## src/rtl/core/bqedt_pkg.sv

```systemverilog
`timescale 1ns / 1ps
package bqedt_pkg;

    localparam int FAM_W    = 2;
    localparam int ADDR_W   = 64;
    localparam int TIME_W   = 32;
    localparam int META_W   = FAM_W + TIME_W;
    localparam int LIVE_W   = 6;
    localparam int DROP_W   = 32;
    localparam int S_DATA_W = 200;
    localparam int M_DATA_W = 200;

    localparam logic [FAM_W-1:0] FAM_NONE = 2'd0;
    localparam logic [FAM_W-1:0] FAM_RSVD = 2'd3;

    localparam logic CMD_BAN  = 1'b0;
    localparam logic CMD_TICK = 1'b1;

    typedef enum logic [3:0] {
        ST_IDLE,
        ST_DRAIN,
        ST_Q_CHK,
        ST_T_RD,
        ST_T_CHK,
        ST_T_INS,
        ST_E_RD,
        ST_E_CHK,
        ST_SUM
    } state_t;

    typedef struct packed {
        logic enq;
        logic latch_now;
        logic q_rd;
        logic q_pop;
        logic slot_rst;
        logic slot_inc;
        logic t_rd;
        logic t_scan;
        logic t_wr;
        logic t_ins;
        logic t_clr;
        logic emit;
        logic emit_sum;
    } cmd_t;

    typedef struct packed {
        logic q_empty;
        logic q_live;
        logic slot_last;
        logic t_valid;
        logic t_match;
        logic t_live;
        logic out_free;
    } stat_t;

endpackage

```

## src/rtl/core/bqedt_ctrl.sv

```systemverilog
`timescale 1ns / 1ps
module bqedt_ctrl
    import bqedt_pkg::*;
(
    input  logic  aclk,
    input  logic  aresetn,
    input  logic  in_valid,
    input  logic  in_cmd,
    output logic  in_ready,
    input  stat_t stat,
    output cmd_t  cmd
);

    state_t state_reg, state_next;

    always_ff @(posedge aclk) begin
        if (!aresetn) begin
            state_reg <= ST_IDLE;
        end else begin
            state_reg <= state_next;
        end
    end

    always_comb begin
        state_next = state_reg;
        cmd        = '0;
        in_ready   = 1'b0;
        case (state_reg)
            ST_IDLE: begin
                in_ready = 1'b1;
                if (in_valid) begin
                    if (in_cmd == CMD_TICK) begin
                        cmd.latch_now = 1'b1;
                        state_next    = ST_DRAIN;
                    end else begin
                        cmd.enq = 1'b1;
                    end
                end
            end
            ST_DRAIN: begin
                if (stat.q_empty) begin
                    cmd.slot_rst = 1'b1;
                    state_next   = ST_E_RD;
                end else begin
                    cmd.q_rd   = 1'b1;
                    state_next = ST_Q_CHK;
                end
            end
            ST_Q_CHK: begin
                cmd.q_pop = 1'b1;
                if (stat.q_live) begin
                    cmd.slot_rst = 1'b1;
                    state_next   = ST_T_RD;
                end else begin
                    state_next = ST_DRAIN;
                end
            end
            ST_T_RD: begin
                cmd.t_rd   = 1'b1;
                state_next = ST_T_CHK;
            end
            ST_T_CHK: begin
                cmd.t_scan = 1'b1;
                if (stat.t_match) begin
                    cmd.t_wr   = 1'b1;
                    state_next = ST_DRAIN;
                end else if (stat.slot_last) begin
                    state_next = ST_T_INS;
                end else begin
                    cmd.slot_inc = 1'b1;
                    state_next   = ST_T_RD;
                end
            end
            ST_T_INS: begin
                cmd.t_ins  = 1'b1;
                state_next = ST_DRAIN;
            end
            ST_E_RD: begin
                cmd.t_rd   = 1'b1;
                state_next = ST_E_CHK;
            end
            ST_E_CHK: begin
                // hold on a live slot until the output register frees up
                if (!(stat.t_valid && stat.t_live && !stat.out_free)) begin
                    if (stat.t_valid && !stat.t_live) cmd.t_clr = 1'b1;
                    if (stat.t_valid && stat.t_live)  cmd.emit  = 1'b1;
                    if (stat.slot_last) begin
                        state_next = ST_SUM;
                    end else begin
                        cmd.slot_inc = 1'b1;
                        state_next   = ST_E_RD;
                    end
                end
            end
            ST_SUM: begin
                if (stat.out_free) begin
                    cmd.emit_sum = 1'b1;
                    state_next   = ST_IDLE;
                end
            end
            default: state_next = ST_IDLE;
        endcase
    end

endmodule

```

## config.mk

```make
export PLATFORM = sky130hd
export DESIGN_NAME = bqedt_ctrl
export DESIGN_NICKNAME = d
export VERILOG_FILES = /design/src/rtl/core/bqedt_pkg.sv /design/src/rtl/core/bqedt_ctrl.sv
export SDC_FILE = /design/constraint.sdc
export NUM_CORES = 1
export LEC_CHECK = 0
export ABC_AREA = 1
export BUFFER_PORTS_ARGS = -buffer_cell sky130_fd_sc_hd__buf_2
export CAP_MARGIN = 20
export CORE_AREA = 4 4 41 43
export DETAILED_ROUTE_END_ITERATION = 8
export DIE_AREA = 0 0 45 47
export SKIP_LAST_GASP = 1
export SLEW_MARGIN = 20
export SYNTH_ARGS = -nofsm -noshare
export SYNTH_HDL_FRONTEND = slang
export SYNTH_SLANG_ARGS = --single-unit
```

## constraint.sdc

```tcl
create_clock -name aclk -period 1.1 [get_ports aclk]
set_clock_uncertainty 0.1 [all_clocks]
set_input_delay 0.055 -clock aclk [delete_from_list [all_inputs] [get_ports aclk]]
set_output_delay 0.055 -clock aclk [all_outputs]
set_load 0.05 [all_outputs]
```

==> summary.md <==
| Metric | Value |
|---|---|
| Max cap viols | 0 |
| Worst Setup Start Kind | register |
| Cell Chain, Critical Path | inv_4, nand2_4, nor2_4, inv_4, o32ai_4, buf_6 |
| Initial Util | ~33% |
| Main combinational cell family by area after synthesis | simple AND/OR/NAND/NOR gates |
| Routed wire length | 1853 um |
| First-pass GRT wire length | 2587 um |
| Design Power | 0.8281 mW |
| Synthesis Warnings | 0 |
| Initial antenna violation count | 0 |
| CTS root buf | clkbuf_4 |
| Kind of critical path | register to output port |
| Final net count | between 100 and 150 |
| Antenna diodes | 0 |
| CTS tree | yes |
| Critical path peak fanout | 4 |
| Cell mode on critical path | inv_4 |
| Routed vias | 666 |
| Mapped Avg Cell Area | between 5 and 6 um2 |
| Top Ports | 25 |
| Final hold viol count | 0 |
| Leak pwr | roughly 0.51 nW |
| Worst ir drop on vdd | 0.7517 mV |
| ANT nets after route | 0 |
| Period minus WS final | 1.468 ns |
| DRC Markers | 0 |
| RSZ-0062 raised after global routing | true |
| CP Capture Type | output port |
| Max FFs per register | 4 |
| Layout cells sized above 1 | slightly below 80% |
| Non-filler cells, final | 137 |
| CP top delay family | flip-flops |
| Max clock buf depth | 2 |
| Sink Count | 4 |
| Max H-tree Level | 1 |
| CP max stage delay | 0.37 ns |
| Row cnt | 13 |
| Simple-Gate Fraction of Synth Area | between 50% and 60% |
| Mux share of post-synthesis cell area | 0% |
| Cells after DPL | between 100 and 150 |
| Register area | between 90 and 100 um2 |
| Post-synthesis sequential area ratio | 18.66% |
| Die Y-Extent | roughly 47 um |
| Total CTS buffers | 3 |
| WL per Instance | between 10 and 15 um |
| Worst path arrival time | about 1.3 ns |
| Bufs and invs on worst path | 3 |
| Post-Syn Nets | 84 |
| Global route overflow | 0 |
| Post-DP Area | ~790 um2 |
| Fillcell total | 80 |
| Measured slew at the worst slew-check pin | 0.3284 ns |
| Number of iterations in the first detailed-routing pass | 2 |
| Max frequency | 681.0 MHz |
| Failing checks | negative setup slack |
| Pwr/cell area | about 760 nW/um2 |
| Critical path required time | roughly 0.94 ns |
| Synth Area in Compound Gates | between 10% and 20% |
| Final setup fails | 18 |
| Yosys reg bits | 4 |
| Slew headroom | 78.03% |
| Period utilization | 133.5% |
| Syn Inst Count | 73 |
| Hold crit path type | primary input to register |
| IO Port Bufs | 24 |
| Clk slew on worst S/H paths | roughly 0.040 ns |
| Netlist Area Pre-Place | 429.2 um2 |
| Setup Total Neg Slack | -5.542 ns |
| Synth Area in Adders | 0% |
| Yosys cell types | 15 |
| Worst-skew pair later-pin latency | ~0.24 ns |
| Slowest stage cell, crit path | dfxtp_4 |
| XOR/XNOR Fraction of Synth Area | 0% |
| Initial DRC count | 7 |
| Die area | 2115 um2 |
| Total Routing Usage GR | between 10% and 20% |
| Final GP Congestion | ~0.73 |
| Multi-input logic area | between 500 and 600 um2 |
| Area of the core | 1301 um2 |
| Die X | between 40 and 50 um |
| Number of global-route vias before repair | 629 |
| Vias per inst | between 4 and 5 |
| Fin. max-slew vios | 0 |
| Largest net degree at the start of global routing | 7 |
| Post-layout worst setup margin | -0.3684 ns |
| Post-DP HPWL | 1288 um |
| Area growth syn-to-layout | 154.8% |
| Status | finished with violations |
| Design area | ~1100 um2 |
[power by group]
part           leakage [nW]  switching (mW)  total [mW]  internal (mW)
clock network        0.0138          0.0622       0.184          0.122
logic                 0.462           0.272       0.479          0.207
registers            0.0355          0.0160       0.165          0.149
[metal layers]
metal	track usage, %	up-vias	wire, um	share of wire, %
met5	0	-	0	0
met4	8.772	0	39	2.1
met3	3.448	4	73	3.9
met2	31.36	17	969	52
met1	19.36	311	771	42
li1	-	334	-	-
[layout make-up]
type	count	share of cell area [%]
clock buffers	3	2.059
inverters	11	5.149
multi-input cells	58	45.88
flip-flops and latches	4	8.696
well taps	15	1.716
repair buffers	46	36.50
[stage by stage]
stage / hold slack (ns) / setup slack, ns / util (%)
3_5_place_dp: 0.2293 / -0.2537 / 60.38
6_report: 0.1536 / -0.3684 / 84.04
3_3_place_gp: 0.2133 / -0.2495 / 60.38
5_1_grt: 0.1835 / -0.4322 / 84.04
4_1_cts: 0.1425 / -0.3769 / 74.33
2_1_floorplan: 0.06345 / -0.3009 / -
[worst reg2reg max path: cells and delay by family (launching register included)]
kind            cells  cell delay [ns]
buf+inv             2             0.23
simple gates        6             0.50
compound gates      1             0.13
flops               1             0.36
[cell families after synthesis]
family | after synthesis
buffers and inverters | 11
DFF | 4
AOI/OAI and AO/OA | 10
and+or+nand+nor | 48
[worst paths after layout]
path	startpoint	end	slack, ns	cells after the start
max reg2reg	state_reg[2]	state_reg[3]	-0.33	9
max	state_reg[3]	cmd[7]	-0.37	6
min reg2reg	state_reg[3]	state_reg[3]	0.64	4
min	stat[4]	state_reg[2]	0.15	5
[cell usage after synthesis]
master	instances	share of area, %
nand2_1	13	11
nor2_1	12	10
inv_1	6	5.2
nand2_2	6	8.7
nand3_1	6	7.0
inv_2	5	4.4
a21oi_1	4	4.7
dfxtp_1	4	19
nor2_2	4	5.8
nor2_4	3	7.9
nor3_1	3	3.5
o211ai_1	3	5.2
o21ai_0	2	2.3
nand2_4	1	2.6
o32ai_1	1	2.0
[what timing repair did]
item | in CTS | in global routing
gates resized for setup | 39 | 18
hold buffers | 1 | 0
pin swaps | 4 | 8
buffers inserted | 2 | 6
setup endpoints to repair | 18 | 18
hold endpoints to repair | 3 | 0
[layout by cell type, fill, tap and decap left out, types with 5 or more instances in the layout]
cell type  synthesis  final
buf_2              0     10
buf_4              0     18
buf_6              0     15
inv_1              6      5
nand2_1           13      9
nand2_2            6      5
nand2_4            1      5
nand3_2            0      5
nor2_1            12      5
nor2_4             3     11
Power figures use the tool's default switching activity.
